[config.mk]
export PLATFORM = sky130hd
export DESIGN_NAME = oai_cell
export DESIGN_NICKNAME = d
export VERILOG_FILES = /design/src/rtl/core/oai_pkg.sv /design/src/rtl/core/oai_cell.sv
export SDC_FILE = /design/constraint.sdc
export NUM_CORES = 1
export LEC_CHECK = 0
export BUFFER_PORTS_ARGS = -buffer_cell sky130_fd_sc_hd__buf_2
export CORE_ASPECT_RATIO = 1.75
export CORE_MARGIN = 8
export CORE_UTILIZATION = 46
export CTS_CLUSTER_SIZE = 30
export DETAILED_ROUTE_END_ITERATION = 6
export PLACE_DENSITY = 0.82
export SETUP_SLACK_MARGIN = 0.4
export SLEW_MARGIN = 5
export SYNTH_ARGS = -nofsm -noshare
export SYNTH_HDL_FRONTEND = slang
export SYNTH_SLANG_ARGS = --single-unit
[constraint.sdc]
create_clock -name clk -period 4.4 [get_ports clk]
set_input_delay 1.1 -clock clk [delete_from_list [all_inputs] [get_ports clk]]
set_output_delay 1.1 -clock clk [all_outputs]
set_load 0.05 [all_outputs]
[src/rtl/core/oai_pkg.sv]
// Package for the ordered array store: sizes, codes and word types.
// Used by every module under rtl/core; depends on nothing.
package oai_pkg;

  // Store geometry
  localparam int DEPTH   = 1024;
  localparam int CNT_W   = $clog2(DEPTH + 1);
  localparam int POS_W   = 11;
  localparam int CAP_W   = 11;
  localparam int VAL_W   = 32;
  localparam int FOUND_W = 10;
  localparam int ECNT_W  = 11;
  localparam int CMP_W   = (CNT_W > POS_W) ? CNT_W : POS_W;

  // Priority tree: groups of 32 match bits, then groups of 32 groups
  localparam int GRP_N   = 32;
  localparam int GRP_IW  = $clog2(GRP_N);
  localparam int NGRP    = (DEPTH + GRP_N - 1) / GRP_N;
  localparam int NSUP    = (NGRP + GRP_N - 1) / GRP_N;
  localparam int DEPTH_P = NGRP * GRP_N;
  localparam int NGRP_P  = NSUP * GRP_N;
  localparam int GI_W    = $clog2(NGRP_P);

  // Register port
  localparam int ADDR_W = 3;
  localparam int DATA_W = 32;
  localparam logic REG_CAP_LIMIT = 1'b0;
  localparam logic [CAP_W-1:0] CAP_RESET = CAP_W'(1024);

  typedef enum logic [1:0] {
    REQ_INSERT = 2'd0,
    REQ_DELETE = 2'd1,
    REQ_SEARCH = 2'd2
  } req_kind_t;

  typedef enum logic [2:0] {
    ST_OK       = 3'd0,
    ST_FULL     = 3'd1,
    ST_EMPTY    = 3'd2,
    ST_BADPOS   = 3'd3,
    ST_NOTFOUND = 3'd4
  } status_t;

  typedef enum logic [1:0] {
    CELL_HOLD = 2'd0,
    CELL_INS  = 2'd1,
    CELL_DEL  = 2'd2,
    CELL_CMP  = 2'd3
  } cell_op_t;

  typedef enum logic [2:0] {
    S_IDLE  = 3'd0,
    S_EXEC  = 3'd1,
    S_SRCH1 = 3'd2,
    S_SRCH2 = 3'd3,
    S_SRCH3 = 3'd4,
    S_DONE  = 3'd5
  } state_t;

  // Broadcast to every cell of the chain
  typedef struct packed {
    cell_op_t                op;
    logic [CMP_W-1:0]        pos;
    logic [CMP_W-1:0]        cnt;
    logic signed [VAL_W-1:0] val;
  } cell_ctl_t;

  typedef struct packed {
    req_kind_t               req_type;
    logic [POS_W-1:0]        position;
    logic signed [VAL_W-1:0] value;
  } in_word_t;

  typedef struct packed {
    status_t             status;
    logic [FOUND_W-1:0]  found_index;
    logic [ECNT_W-1:0]   entry_count;
  } out_word_t;

endpackage

[src/rtl/core/oai_cell.sv]
// One storage cell of the chain: holds an entry, shifts from a neighbor,
// and flags a match. Depends on oai_pkg.
module oai_cell import oai_pkg::*; (
  input  logic                    clk,
  input  cell_ctl_t               ctl,
  input  logic [CMP_W-1:0]        cell_idx,
  input  logic signed [VAL_W-1:0] lower_data,
  input  logic signed [VAL_W-1:0] upper_data,
  output logic signed [VAL_W-1:0] data_r,
  output logic                    match_r
);

  logic signed [VAL_W-1:0] data_nxt;
  logic                    match_nxt;
  logic [CMP_W:0]          idx_p1;

  assign idx_p1 = {1'b0, cell_idx} + (CMP_W+1)'(1);

  // Per-cell decision from the broadcast request
  always_comb begin
    data_nxt  = data_r;
    match_nxt = match_r;
    case (ctl.op)
      CELL_INS: begin
        if (cell_idx == ctl.pos) begin
          data_nxt = ctl.val;
        end else if (cell_idx > ctl.pos && cell_idx <= ctl.cnt) begin
          data_nxt = lower_data;
        end
      end
      CELL_DEL: begin
        if (cell_idx >= ctl.pos && idx_p1 < {1'b0, ctl.cnt}) begin
          data_nxt = upper_data;
        end
      end
      CELL_CMP: begin
        match_nxt = (cell_idx < ctl.cnt) && (data_r == ctl.val);
      end
      default: begin
      end
    endcase
  end

  // Entry and match flag are payload: no reset
  always_ff @(posedge clk) begin
    data_r  <= data_nxt;
    match_r <= match_nxt;
  end

endmodule

==> impl_metrics.py <==
metrics = {
    "status": {
        "status": "finished, final reports clean",
    },
    "floorplanning": {
        "dieWidth_um": 77.1,
        "initial_core_util_pct": 46.7,
        "die_h_um": 123,
        "rows": 39,
        "dieArea_um2": 9490,
        "core_um2": 6440,
        "io_pins": 165,
    },
    "timing": {
        "skew_ns": 0.00437,
        "hold_ws_ns": 0.887,
        "fmax_ghz": 0.292,
        "rsz0062_at_grt": "false",
        "slew_violations": 0,
        "setup_viol": 0,
        "tightest_slew_ns": 0.653,
        "layout_min_cycle_time_ns": 3.42,
        "slew_headroom_pct": 56.5,
        "finalHoldViolCount": 0,
        "tns_ns": 0,
        "fin_crit_sh_pct": 77.8,
    },
    "yosys": {
        "ys_ff_latch": 33,
        "syn_area_um2": 3010,
        "synth.area.top_cells": "edfxtp_1 (33%), ha_1 (14%), mux2i_1 (11%), xor2_1 (9.9%), nand2_1 (4.6%)",
        "syn_nets": 477,
        "ys_seq_area_share_pct": 32.9,
        "synth.distinct_cells": 33,
        "netlist_instances": 311,
        "ys.warnings.count": 0,
        "avgSynthCellArea_um2": 9.68,
        "yosysTopAreaCellShare_pct": 32.9,
        "synth_largest_area_cell": "edfxtp_1",
    },
    "cts": {
        "clk_pin_slew_ns": 0.05,
        "cts.sinks": 33,
        "clockBufferDepth": 2,
        "worst_skew_pair.late_latency_ns": 0.27,
        "cts_tree": "built",
        "post_cts_resized": 0,
        "cts_setup_buffers": 0,
        "cts_htree_levels": 2,
        "root_buffer": "clkbuf_16",
        "cts_buffers": 5,
        "hold_buffers": 0,
    },
    "run": {
        "drv_cap": 0,
    },
    "global_route": {
        "grt_pass1_wl_um": 15000,
        "track_usage_pct": 19.8,
        "grt_max_degree": 65,
        "first_global_vias": 3204,
        "antenna_found_initial": 0,
        "grt_overflow": 0,
    },
    "routing": {
        "via_per_inst": 5.32,
        "wire_per_inst_um": 17.8,
        "first_pass_iters": 4,
        "drt_wl_total_um": 9950,
        "drc": 0,
        "antenna_left": 0,
        "vias": 2970,
        "drtIter0Drc": 239,
    },
    "critical_path": {
        "crit_fanout": 32,
        "r2r_slack_ns": 2.89,
        "path_class": "in -> reg",
        "start_kind": "input port",
        "cp.required_ns": 4.33,
        "arrival_ns": 3.35,
        "cp-end-kind": "flop",
    },
    "finish": {
        "nets": 641,
        "diodes": 0,
        "final_common_cell": "buf_2",
        "fillCellCount": 532,
        "layout_common_cells": "buf_2 (164), nand2_1 (37), xor2_1 (34), ha_1 (34), edfxtp_1 (33)",
        "syn2layout_area_growth_pct": 34.6,
        "drive_gt1_share_pct": 38.7,
    },
    "power_and_ir_drop": {
        "intPower_mw": 0.783,
        "pwr-share-clk_pct": 32.7,
        "p_comb_share_pct": 32.4,
        "p_seq_share_pct": 34.9,
        "leakage_nw": 1.87,
        "irDropWorstVdd_mv": 0.144,
        "cellPowerDensity_nw_per_um2": 286,
        "switchingPower_mw": 0.377,
        "p_sw_share_pct": 32.5,
    },
    "placement": {
        "hpwl_um": 8480,
        "portBuffers": 164,
        "globalplace.congestion": 0.944,
    },
    "worst_hold_path": {
        "hold_class": "reg -> reg",
    },
}
## critical path, stage by stage
cell and delay, ns:
buf_2 0.14, and3_1 0.20, and4_1 0.24, nand4_1 0.16, xnor2_1 0.16, ha_1 0.29, a21oi_1 0.13, nor2b_1 0.06
nor3b_1 0.15, o21ai_1 0.08, nand2_1 0.06, and4b_1 0.19, buf_4 0.37
## through the flow
step	cells	area [um^2]	util (%)	worst slack [ns]	power (mW)
finish	558	4050	62.9	0.977	1.16
global route	558	4050	62.9	0.757	1.21
CTS	558	4050	62.9	0.979	1.16
detailed placement	550	3890	60.4	0.697	0.786
global placement	550	3890	60.4	0.715	0.775
floorplan	311	3010	-	0.613	0.641
## power by group through the flow
stage / logic (mW) / registers (mW) / clock network, mW
final: 0.376 / 0.404 / 0.380
after global placement: 0.366 / 0.409 / 0
after detailed placement: 0.376 / 0.410 / 0
after global routing: 0.405 / 0.407 / 0.396
after floorplan: 0.131 / 0.510 / 0
after CTS: 0.378 / 0.404 / 0.382
## logic make-up (layout without fill, tap and decap cells)
kind of cell | after synthesis | count (layout) | share of synthesized area (%)
adder cells (fa/ha/maj) | 34 | 34 | 14.1
AND/OR/NAND/NOR | 85 | 85 | 14.6
XOR/XNOR | 41 | 41 | 11.9
AO/OA/AOI/OAI | 54 | 54 | 10.5
flip-flops | 33 | 33 | 32.9
multiplexers | 32 | 32 | 10.6
buffers and inverters | 32 | 197 | 5.20
## per-layer routing
| layer | wire (um) | track usage, % | vias up |
|---|---|---|---|
| met5 | 0 | 0 | - |
| met3 | 861 | 6.33 | 31 |
| met2 | 5190 | 37.3 | 152 |
| met4 | 534 | 13.8 | 0 |
| li1 | - | - | 1451 |
| met1 | 3360 | 17.3 | 1336 |
## flip-flops by register name, indices dropped and copies added (netlist names)
name / cells
match_r: 1
data_r: 32
## worst paths after layout
kind                             startpoint        end  depth (start not counted)
worst min-delay path             data_r[31]    match_r                          4
worst min register to register   data_r[31]    match_r                          4
worst max register to register   data_r[28]    match_r                          4
worst max-delay path            cell_idx[2]  data_r[1]                         13
## cell usage after synthesis, drive strengths merged
cell     number
buf           5
a21oi        10
nor2          3
nor2b         6
xnor2         7
mux2i        32
nor3          6
a211oi        1
nand2b        1
edfxtp       33
clkbuf        5
and4b         1
a21o          2
nor3b         1
nand4         8
o21ai        38
and4          1
nor4          9
inv          22
nand3         8
ha           34
nand3b        1
xor2         34
nand2        37
a2111oi       1
o211ai        2
and2          1
and3          2
## area by class of cell
| type | instances | area [um^2] | share of cell area, % |
|---|---|---|---|
| tap | 82 | 103 | 2.53 |
| sequential | 33 | 991 | 24.5 |
| clock inverter | 2 | 33.8 | 0.834 |
| inverter | 22 | 82.6 | 2.04 |
| timing repair buffer | 167 | 843 | 20.8 |
| multi-input combinational | 246 | 1870 | 46.1 |
| clock buffer | 6 | 129 | 3.18 |
No activity file was read; power rests on OpenSTA's default activity.
