File: config.mk
export PLATFORM = sky130hd
export DESIGN_NAME = oai_pgrp
export DESIGN_NICKNAME = d
export VERILOG_FILES = /design/src/rtl/core/oai_pkg.sv /design/src/rtl/core/oai_pgrp.sv
export SDC_FILE = /design/constraint.sdc
export NUM_CORES = 1
export LEC_CHECK = 0
export BUFFER_PORTS_ARGS = -buffer_cell sky130_fd_sc_hd__buf_2
export CAP_MARGIN = 20
export CORE_ASPECT_RATIO = 1.25
export CORE_UTILIZATION = 30
export CTS_CLUSTER_SIZE = 14
export DETAILED_ROUTE_END_ITERATION = 6
export PLACE_DENSITY = 0.65
export SYNTH_ARGS = -nofsm -noshare
export SYNTH_HDL_FRONTEND = slang
export SYNTH_SLANG_ARGS = --single-unit
File: constraint.sdc
create_clock -name clk -period 1.27 [get_ports clk]
set_clock_uncertainty 0.05 [all_clocks]
set_input_delay 0.127 -clock clk [delete_from_list [all_inputs] [get_ports clk]]
set_output_delay 0.127 -clock clk [all_outputs]
set_load 0.02 [all_outputs]
File: src/rtl/core/oai_pkg.sv
// Package for the ordered array store: sizes, codes and word types.
// Used by every module under rtl/core; depends on nothing.
package oai_pkg;

  // Store geometry
  localparam int DEPTH   = 1024;
  localparam int CNT_W   = $clog2(DEPTH + 1);
  localparam int POS_W   = 11;
  localparam int CAP_W   = 11;
  localparam int VAL_W   = 32;
  localparam int FOUND_W = 10;
  localparam int ECNT_W  = 11;
  localparam int CMP_W   = (CNT_W > POS_W) ? CNT_W : POS_W;

  // Priority tree: groups of 32 match bits, then groups of 32 groups
  localparam int GRP_N   = 32;
  localparam int GRP_IW  = $clog2(GRP_N);
  localparam int NGRP    = (DEPTH + GRP_N - 1) / GRP_N;
  localparam int NSUP    = (NGRP + GRP_N - 1) / GRP_N;
  localparam int DEPTH_P = NGRP * GRP_N;
  localparam int NGRP_P  = NSUP * GRP_N;
  localparam int GI_W    = $clog2(NGRP_P);

  // Register port
  localparam int ADDR_W = 3;
  localparam int DATA_W = 32;
  localparam logic REG_CAP_LIMIT = 1'b0;
  localparam logic [CAP_W-1:0] CAP_RESET = CAP_W'(1024);

  typedef enum logic [1:0] {
    REQ_INSERT = 2'd0,
    REQ_DELETE = 2'd1,
    REQ_SEARCH = 2'd2
  } req_kind_t;

  typedef enum logic [2:0] {
    ST_OK       = 3'd0,
    ST_FULL     = 3'd1,
    ST_EMPTY    = 3'd2,
    ST_BADPOS   = 3'd3,
    ST_NOTFOUND = 3'd4
  } status_t;

  typedef enum logic [1:0] {
    CELL_HOLD = 2'd0,
    CELL_INS  = 2'd1,
    CELL_DEL  = 2'd2,
    CELL_CMP  = 2'd3
  } cell_op_t;

  typedef enum logic [2:0] {
    S_IDLE  = 3'd0,
    S_EXEC  = 3'd1,
    S_SRCH1 = 3'd2,
    S_SRCH2 = 3'd3,
    S_SRCH3 = 3'd4,
    S_DONE  = 3'd5
  } state_t;

  // Broadcast to every cell of the chain
  typedef struct packed {
    cell_op_t                op;
    logic [CMP_W-1:0]        pos;
    logic [CMP_W-1:0]        cnt;
    logic signed [VAL_W-1:0] val;
  } cell_ctl_t;

  typedef struct packed {
    req_kind_t               req_type;
    logic [POS_W-1:0]        position;
    logic signed [VAL_W-1:0] value;
  } in_word_t;

  typedef struct packed {
    status_t             status;
    logic [FOUND_W-1:0]  found_index;
    logic [ECNT_W-1:0]   entry_count;
  } out_word_t;

endpackage

File: src/rtl/core/oai_pgrp.sv
// Registered priority encoder over one group of match flags.
// Depends on oai_pkg.
module oai_pgrp import oai_pkg::*; (
  input  logic              clk,
  input  logic [GRP_N-1:0]  req,
  output logic              any_r,
  output logic [GRP_IW-1:0] idx_r
);

  logic              any_nxt;
  logic [GRP_IW-1:0] idx_nxt;

  // Lowest set bit wins
  always_comb begin
    any_nxt = |req;
    idx_nxt = '0;
    for (int i = GRP_N - 1; i >= 0; i--) begin
      if (req[i]) begin
        idx_nxt = GRP_IW'(i);
      end
    end
  end

  always_ff @(posedge clk) begin
    any_r <= any_nxt;
    idx_r <= idx_nxt;
  end

endmodule

==> metrics.yaml, run 1 <==
nFillCells: 161
synth_cell_type_count: 24
grt_pass1_vias: 583
path_cells: "buf_2, or4_1, a21oi_1, o21ai_1, nand2_1, a21boi_2"
cts_resized: 0
cts-root-buf: "clkbuf_4"
combPwrFrac_pct: 31.5
min_path_type: "input pin to flop"
crit_cells: 6
final_nets: 160
drc: 0
setup_viol: 0
synth-edff-count: 0
grt_pass1_wl_um: 2180
stdcell_area_sq_um: 836
p_sw_share_pct: 28.3
cp.arrival_ns: 1.15
rsz0062_at_grt: "false"
post-route-min-period_ns: 1.07
die_h_um: 47.8
crit_start: "req[28]"
cp_slowest_stage_delay_ns: 0.51
cts-buffers-inserted: 3
dieWidth_um: 38.6
p_clk_share_pct: 32.2
synth_area_per_cell_sq_um: 7.08
worst_pin_slew_ns: 0.433
max_slew_margin_pct: 70.9
grt_max_degree: 6
synth_top_area_share_pct: 23.9
dr.pass1.iters: 4
max_cap_viol_count: 0
internal_power_uw: 386
synth_flop_cell: "dfxtp_1"
slew_viol_final: 0
power_switching_uw: 152
gr-total-overflow: 0
syn_nets: 104
crit_fanout: 5
synth.most_common_cell: "nor2_1"
fp.coreArea_sq_um: 1560
synthArstFlopShare_pct: 0
initial_core_util_pct: 32.2
ys_ff_latch: 6
rows: 16
place_ws_ns: -0.0583
tns_ns: 0
io_buffers: 38
hold_buffers: 0
synth.area.top_cells: "dfxtp_1, nor4_1, nor2_1, a21oi_1, o31ai_1"
status: "finished clean"
vias: 729
ys_seq_area_share_pct: 23.9
synth_top_area_cell: "dfxtp_1"
crit_buf_inv: 1
fmax_mhz: 938
cts_tree: "done"
synth_area_sq_um: 503
hpwl_um: 1280
seq_power_share_pct: 36.3
seq_area_sq_um: 120
ys_top_cells_by_count: "nor2_1, a21oi_1, inv_1, nor4_1, dfxtp_1"
place.gp.congestion: 0.689
worstSetupStartpointType: "input pin"
routed_wl_um: 1490
drt_iter0_drc: 10
worstPathRequired_ns: 1.35
drive_above_1_share_pct: 47.2
clock_sinks: 6
multi_input_area_sq_um: 357
finalWorstSetupSlack_ns: 0.204
pin_count: 39
critPathCapture: "idx_r[2]"
yosysWarnings: 0
irDropWorstVdd_v: 0.000325
path_class: "input pin to flop"
critPathTopFamily: "simple AND/OR/NAND/NOR gates"
ctsHtreeMaxLevel: 1
p_total_uw: 538
ant_nets: 0
fin_crit_sh_pct: 83.9
leakagePower_nw: 0.402
antenna_found_initial: 0
finalHoldViolCount: 0
insertedDiodeCount: 0
synth_cells: 71
cts_buffer_depth: 2
placed_area_sq_um: 813
via_per_inst: 5.10
cts_setup_buffers: 0
track_usage_pct: 16.8
cts.clk_slew.worst_paths_ns: 0.04
hold_depth: 2
cpMaxStageDelayCell: "or4_1"
dieArea_sq_um: 1850
pwr_density_cell_nw_per_um2: 644
area_growth_pct: 66.2
wl_per_cell_um: 10.4
end_kind: "flop"
## worst min-delay path by stage
stage | from | end | slack [ns]
6_report | req[2] | idx_r[0] | 0.09
5_1_grt | req[2] | idx_r[0] | 0.08
4_1_cts | req[2] | idx_r[0] | 0.09
3_5_place_dp | req[2] | idx_r[0] | 0.35
3_3_place_gp | req[2] | idx_r[0] | 0.34
2_1_floorplan | req[0] | idx_r[0] | 0.16
## metrics by stage
stage	std cells	util (%)	hold slack, ns
finish	143	53.5	0.0889
global route	143	53.5	0.0849
CTS	143	53.5	0.0889
detailed placement	140	52.1	0.345
global placement	140	52.1	0.344
floorplan	71	-	0.156
## power groups by stage
stage / registers [mW] / clock network, mW / logic (mW)
2_1_floorplan: 0.206 / 0 / 0.0442
4_1_cts: 0.196 / 0.178 / 0.170
3_3_place_gp: 0.199 / 0 / 0.167
3_5_place_dp: 0.199 / 0 / 0.169
6_report: 0.196 / 0.173 / 0.169
5_1_grt: 0.196 / 0.192 / 0.188
## cell type report
type                       instances  share of cell area (%)
multi-input combinational         58                    42.7
timing repair buffer              51                    34.4
sequential                         6                    14.4
inverter                           7                    3.14
clock buffer                       3                    2.69
tap                               18                    2.69
## per-layer routing
layer | track usage (%) | routed length [um]
met1 | 19.4 | 638
met2 | 31.7 | 737
met3 | 2.79 | 98
met4 | 4.14 | 10
met5 | 0 | 0
## kinds of logic (layout without fill, tap and decap cells)
family	after synthesis	in the layout	synth area share, %
compound gates	23	23	31.3
flops	6	6	23.9
simple gates	35	35	39.6
buf+inv	7	61	5.22
## state kept, by name, summed over array words and instances, names as in the netlist
register,flops
any_r,1
idx_r,5
## placed cells by master, fill, tap and decap left out
cell type	instances
buf_2	38
buf_4	13
nor2_1	11
nor4_1	7
inv_1	7
a21oi_1	7
dfxtp_1	6
nor3_1	4
o31ai_1	4
nand2_1	3
clkbuf_4	3
or4_4	2
nor3_2	2
a221oi_1	2
a2111oi_0	2
o21ai_0	2
or4_1	2
and2_1	1
nand3_1	1
nand4_1	1
o21a_1	1
o2111ai_1	1
a211oi_1	1
a21o_1	1
o21ai_1	1
a21boi_2	1
nor3b_1	1
Note: power is estimated with default switching activity, not from simulation.
==> run 2, diff against run 1 <==
==> constraint.sdc (replaced) <==
create_clock -name clk -period 1.1 [get_ports clk]
set_clock_uncertainty 0.05 [all_clocks]
set_input_delay 0.11 -clock clk [delete_from_list [all_inputs] [get_ports clk]]
set_output_delay 0.11 -clock clk [all_outputs]
set_load 0.02 [all_outputs]
==> metrics.yaml, run 2 (synthesis results as in run 1) <==
end_kind: "flop"
die_h_um: 47.8
holdPathEnd: "idx_r[0]"
worstSetupStartpointType: "input pin"
track_usage_pct: 20.8
p_clk_share_pct: 30.2
slew_viol_final: 0
finalHoldViolCount: 0
hold_depth: 3
place.gp.congestion: 0.739
largest_reg_flops: 5
grt_pass1_vias: 712
gr-total-overflow: 0
met1_usage_pct: 20.3
via_per_inst: 5.08
io_buffers: 38
grt_max_degree: 6
dieArea_sq_um: 1850
final_cell_mix: "buf_2, buf_4, nor2_1, inv_1"
cts-buffers-inserted: 3
vias: 782
cts_buffer_depth: 2
hold-worst-slack_ns: 0.0982
rsz0062_at_grt: "false"
gr-usage-met2_pct: 41.7
path_cells: "buf_2, nor2_1, o31ai_1, or4_1, nor3_2, a21o_1"
post-route-min-period_ns: 1.03
power_switching_uw: 184
ant_nets: 0
final_nets: 171
clock_sinks: 6
cts_setup_buffers: 0
critPathTopFamily: "simple AND/OR/NAND/NOR gates"
rows: 16
crit_fanout: 3
hpwl_um: 1410
max_slew_margin_pct: 75.5
irDropWorstVdd_v: 0.000380
final_util_pct: 60.3
cp_slowest_stage_delay_ns: 0.49
min_path_type: "input pin to flop"
drive_above_1_share_pct: 54.4
path_class: "input pin to flop"
drc: 0
cpMaxStageDelayCell: "or4_1"
final_common_cell: "buf_2"
seq_power_share_pct: 34.4
status: "finished clean"
routed_wl_um: 1600
cts_resized: 0
dr.pass1.iters: 4
min-delay-start: "req[0]"
area_growth_pct: 87.1
insertedDiodeCount: 0
ctsHtreeMaxLevel: 1
drt_iter0_drc: 15
leakagePower_nw: 0.458
grt_most_used_layer: "met2"
grt.met3_usage_pct: 3.26
hold_buffers: 0
fmax_mhz: 969
fp.coreArea_sq_um: 1560
regMostFlops: "idx_r"
fin_crit_sh_pct: 93.8
max_cap_viol_count: 0
cts_tree: "done"
worstPathRequired_ns: 1.24
combPwrFrac_pct: 35.3
top_regs: "idx_r x5, any_r x1"
cts.clk_slew.worst_paths_ns: 0.05
initial_core_util_pct: 32.2
worst_pin_slew_ns: 0.364
cp.arrival_ns: 1.17
pwr_density_cell_nw_per_um2: 697
crit_buf_inv: 1
pin_count: 39
p_sw_share_pct: 28.1
cts-root-buf: "clkbuf_4"
internal_power_uw: 471
grt_pass1_wl_um: 2680
wl_per_cell_um: 10.4
setup_viol: 0
dieWidth_um: 38.6
antenna_found_initial: 0
==> run 2: tightest hold or removal path, cell delays in order <==
cell and delay [ns]:
buf_2 0.09, buf_4 0.10, a221oi_1 0.04
==> run 2: final cells by class <==
class                   count  area [sq um]
repair buffers             62           370
clock buffers               3          22.5
flip-flops and latches      6           120
inverters                   7          26.3
well taps                  18          22.5
multi-input cells          58           379
fillers                   155           621
==> run 2: worst max path at each step <==
stage	startpoint	depth (start not counted)	end	slack (ns)
floorplan	req[20]	5	idx_r[2]	-0.03
global placement	req[4]	6	idx_r[4]	-0.22
detailed placement	req[20]	6	idx_r[2]	-0.18
CTS	req[4]	6	idx_r[4]	0.07
global route	req[9]	5	idx_r[4]	0.02
finish	req[4]	6	idx_r[1]	0.07
==> run 2: layer usage <==
metal	share of wire, %	vias up
met2	55	29
met4	0	0
met3	5.9	0
li1	-	408
met1	39	345
met5	0	-
==> run 2: power by group through the flow <==
stage	clock network (mW)	logic [mW]	registers (mW)
2_1_floorplan	0	0.0531	0.238
3_3_place_gp	0	0.223	0.230
3_5_place_dp	0	0.228	0.230
4_1_cts	0.209	0.229	0.226
5_1_grt	0.217	0.257	0.226
6_report	0.198	0.232	0.226
==> run 2: through the flow <==
step | setup WS [ns] | setup TNS (ns) | power, mW | std cells | instance area (sq um)
2_1_floorplan | -0.0298 | -0.0435 | 0.291 | 71 | 517
3_3_place_gp | -0.221 | -0.963 | 0.453 | 151 | 910
3_5_place_dp | -0.183 | -0.932 | 0.457 | 151 | 910
4_1_cts | 0.0706 | 0 | 0.664 | 154 | 932
5_1_grt | 0.0165 | 0 | 0.700 | 154 | 941
6_report | 0.0680 | 0 | 0.656 | 154 | 941
==> run 3, diff against run 2 <==
--- a/config.mk
+++ b/config.mk
@@ -7,11 +7,10 @@
 export LEC_CHECK = 0
 export BUFFER_PORTS_ARGS = -buffer_cell sky130_fd_sc_hd__buf_2
 export CAP_MARGIN = 20
-export CORE_ASPECT_RATIO = 1.25
-export CORE_UTILIZATION = 30
+export CORE_UTILIZATION = 37
 export CTS_CLUSTER_SIZE = 14
 export DETAILED_ROUTE_END_ITERATION = 6
-export PLACE_DENSITY = 0.65
+export PLACE_DENSITY = 0.77
 export SYNTH_ARGS = -nofsm -noshare
 export SYNTH_HDL_FRONTEND = slang
 export SYNTH_SLANG_ARGS = --single-unit
==> metrics.yaml, run 3 (synthesis results as in run 1) <==
status: "finished clean"
largest_reg_flops: 5
met1_usage_pct: 25.2
finalHoldViolCount: 0
area_growth_pct: 81.8
drive_above_1_share_pct: 55.0
clock_sinks: 6
regMostFlops: "idx_r"
grt_most_used_layer: "met2"
die_h_um: 38.9
cts-buffers-inserted: 3
dr.pass1.iters: 4
antenna_found_initial: 0
post-route-min-period_ns: 1.04
p_total_uw: 651
track_usage_pct: 23.1
wl_per_cell_um: 11.2
pin_count: 39
worstPathRequired_ns: 1.19
grt_pass1_wl_um: 2390
worstSetupStartpointType: "input pin"
end_kind: "flop"
top_regs: "idx_r x5, any_r x1"
stdcell_area_sq_um: 915
pwr_density_cell_nw_per_um2: 711
final_util_pct: 77.1
setup_viol: 0
path_class: "input pin to flop"
final_nets: 164
rows: 12
grt_pass1_vias: 614
gr-total-overflow: 0
max_slew_margin_pct: 73.9
hold_buffers: 0
irDropWorstVdd_v: 0.000778
io_buffers: 38
placed_area_sq_um: 852
min_path_type: "input pin to flop"
max_cap_viol_count: 0
hpwl_um: 1340
fin_crit_sh_pct: 94.1
worst_pin_slew_ns: 0.387
drt_iter0_drc: 12
cp.arrival_ns: 1.12
grt_max_degree: 6
grt.met3_usage_pct: 6.36
cts-root-buf: "clkbuf_4"
place.gp.congestion: 0.804
final_cell_mix: "buf_2, buf_4, nor2_1, inv_1"
nFillCells: 102
rsz0062_at_grt: "true"
via_per_inst: 5.52
initial_core_util_pct: 42.4
ctsHtreeMaxLevel: 1
drc: 0
slew_viol_final: 0
place_ws_ns: -0.234
vias: 790
final_common_cell: "buf_2"
routed_wl_um: 1600
cts_tree: "done"
crit_fanout: 5
cts.clk_slew.worst_paths_ns: 0.04
leakagePower_nw: 0.445
ant_nets: 0
insertedDiodeCount: 0
fp.coreArea_sq_um: 1190
gr-usage-met2_pct: 43.8
dieWidth_um: 38.9
finalWorstSetupSlack_ns: 0.0647
dieArea_sq_um: 1510
cts_buffer_depth: 2
fmax_mhz: 966
run 3: cell types whose count changed in the layout (fill, tap and decap cells not counted), sizes merged:
cell  delta
buf      -7
run 3: power breakdown:
group	leakage, nW	internal [mW]	switching [mW]
Combinational	0.382	0.114	0.113
Clock	0.0138	0.123	0.0757
Sequential	0.0490	0.224	0.00108
Total	0.445	0.461	0.190
run 3: layer usage:
| layer | share of wire (%) | wire length, um |
|---|---|---|
| met1 | 42 | 673 |
| met2 | 49 | 785 |
| met3 | 7.4 | 119 |
| met4 | 1.2 | 19 |
| met5 | 0 | 0 |
run 3: worst paths after layout:
path / startpoint / endpoint / cells after the start
hold / removal: req[2] / idx_r[0] / 2
setup / recovery: req[28] / idx_r[0] / 6
run 3: through the flow:
| step | hold WS, ns | TNS, ns | std cells |
|---|---|---|---|
| final | 0.0594 | 0 | 143 |
| after floorplan | 0.139 | -0.0435 | 71 |
| after detailed placement | 0.324 | -1.00 | 140 |
| after CTS | 0.0779 | 0 | 143 |
| after global placement | 0.319 | -0.839 | 140 |
| after global routing | 0.0524 | -0.0671 | 143 |
run 3: cell type report:
type | instances | area, sq um | area share (%)
timing repair buffer | 55 | 324 | 35.4
clock buffer | 3 | 22.5 | 2.46
inverter | 7 | 26.3 | 2.87
sequential | 6 | 120 | 13.1
tap | 14 | 17.5 | 1.92
multi-input combinational | 58 | 404 | 44.2
run 3: timing repair:
action	4_1_cts	5_1_grt
gates resized for setup	0	9
buffers inserted	0	0
setup endpoints to repair	0	3
endpoints found under the hold margin	0	0
run 3: critical path: stages:
cell and delay (ns):
buf_2 0.13, nor2_2 0.12, a221oi_2 0.07, o31ai_2 0.25, o2111ai_1 0.17, a221oi_2 0.28
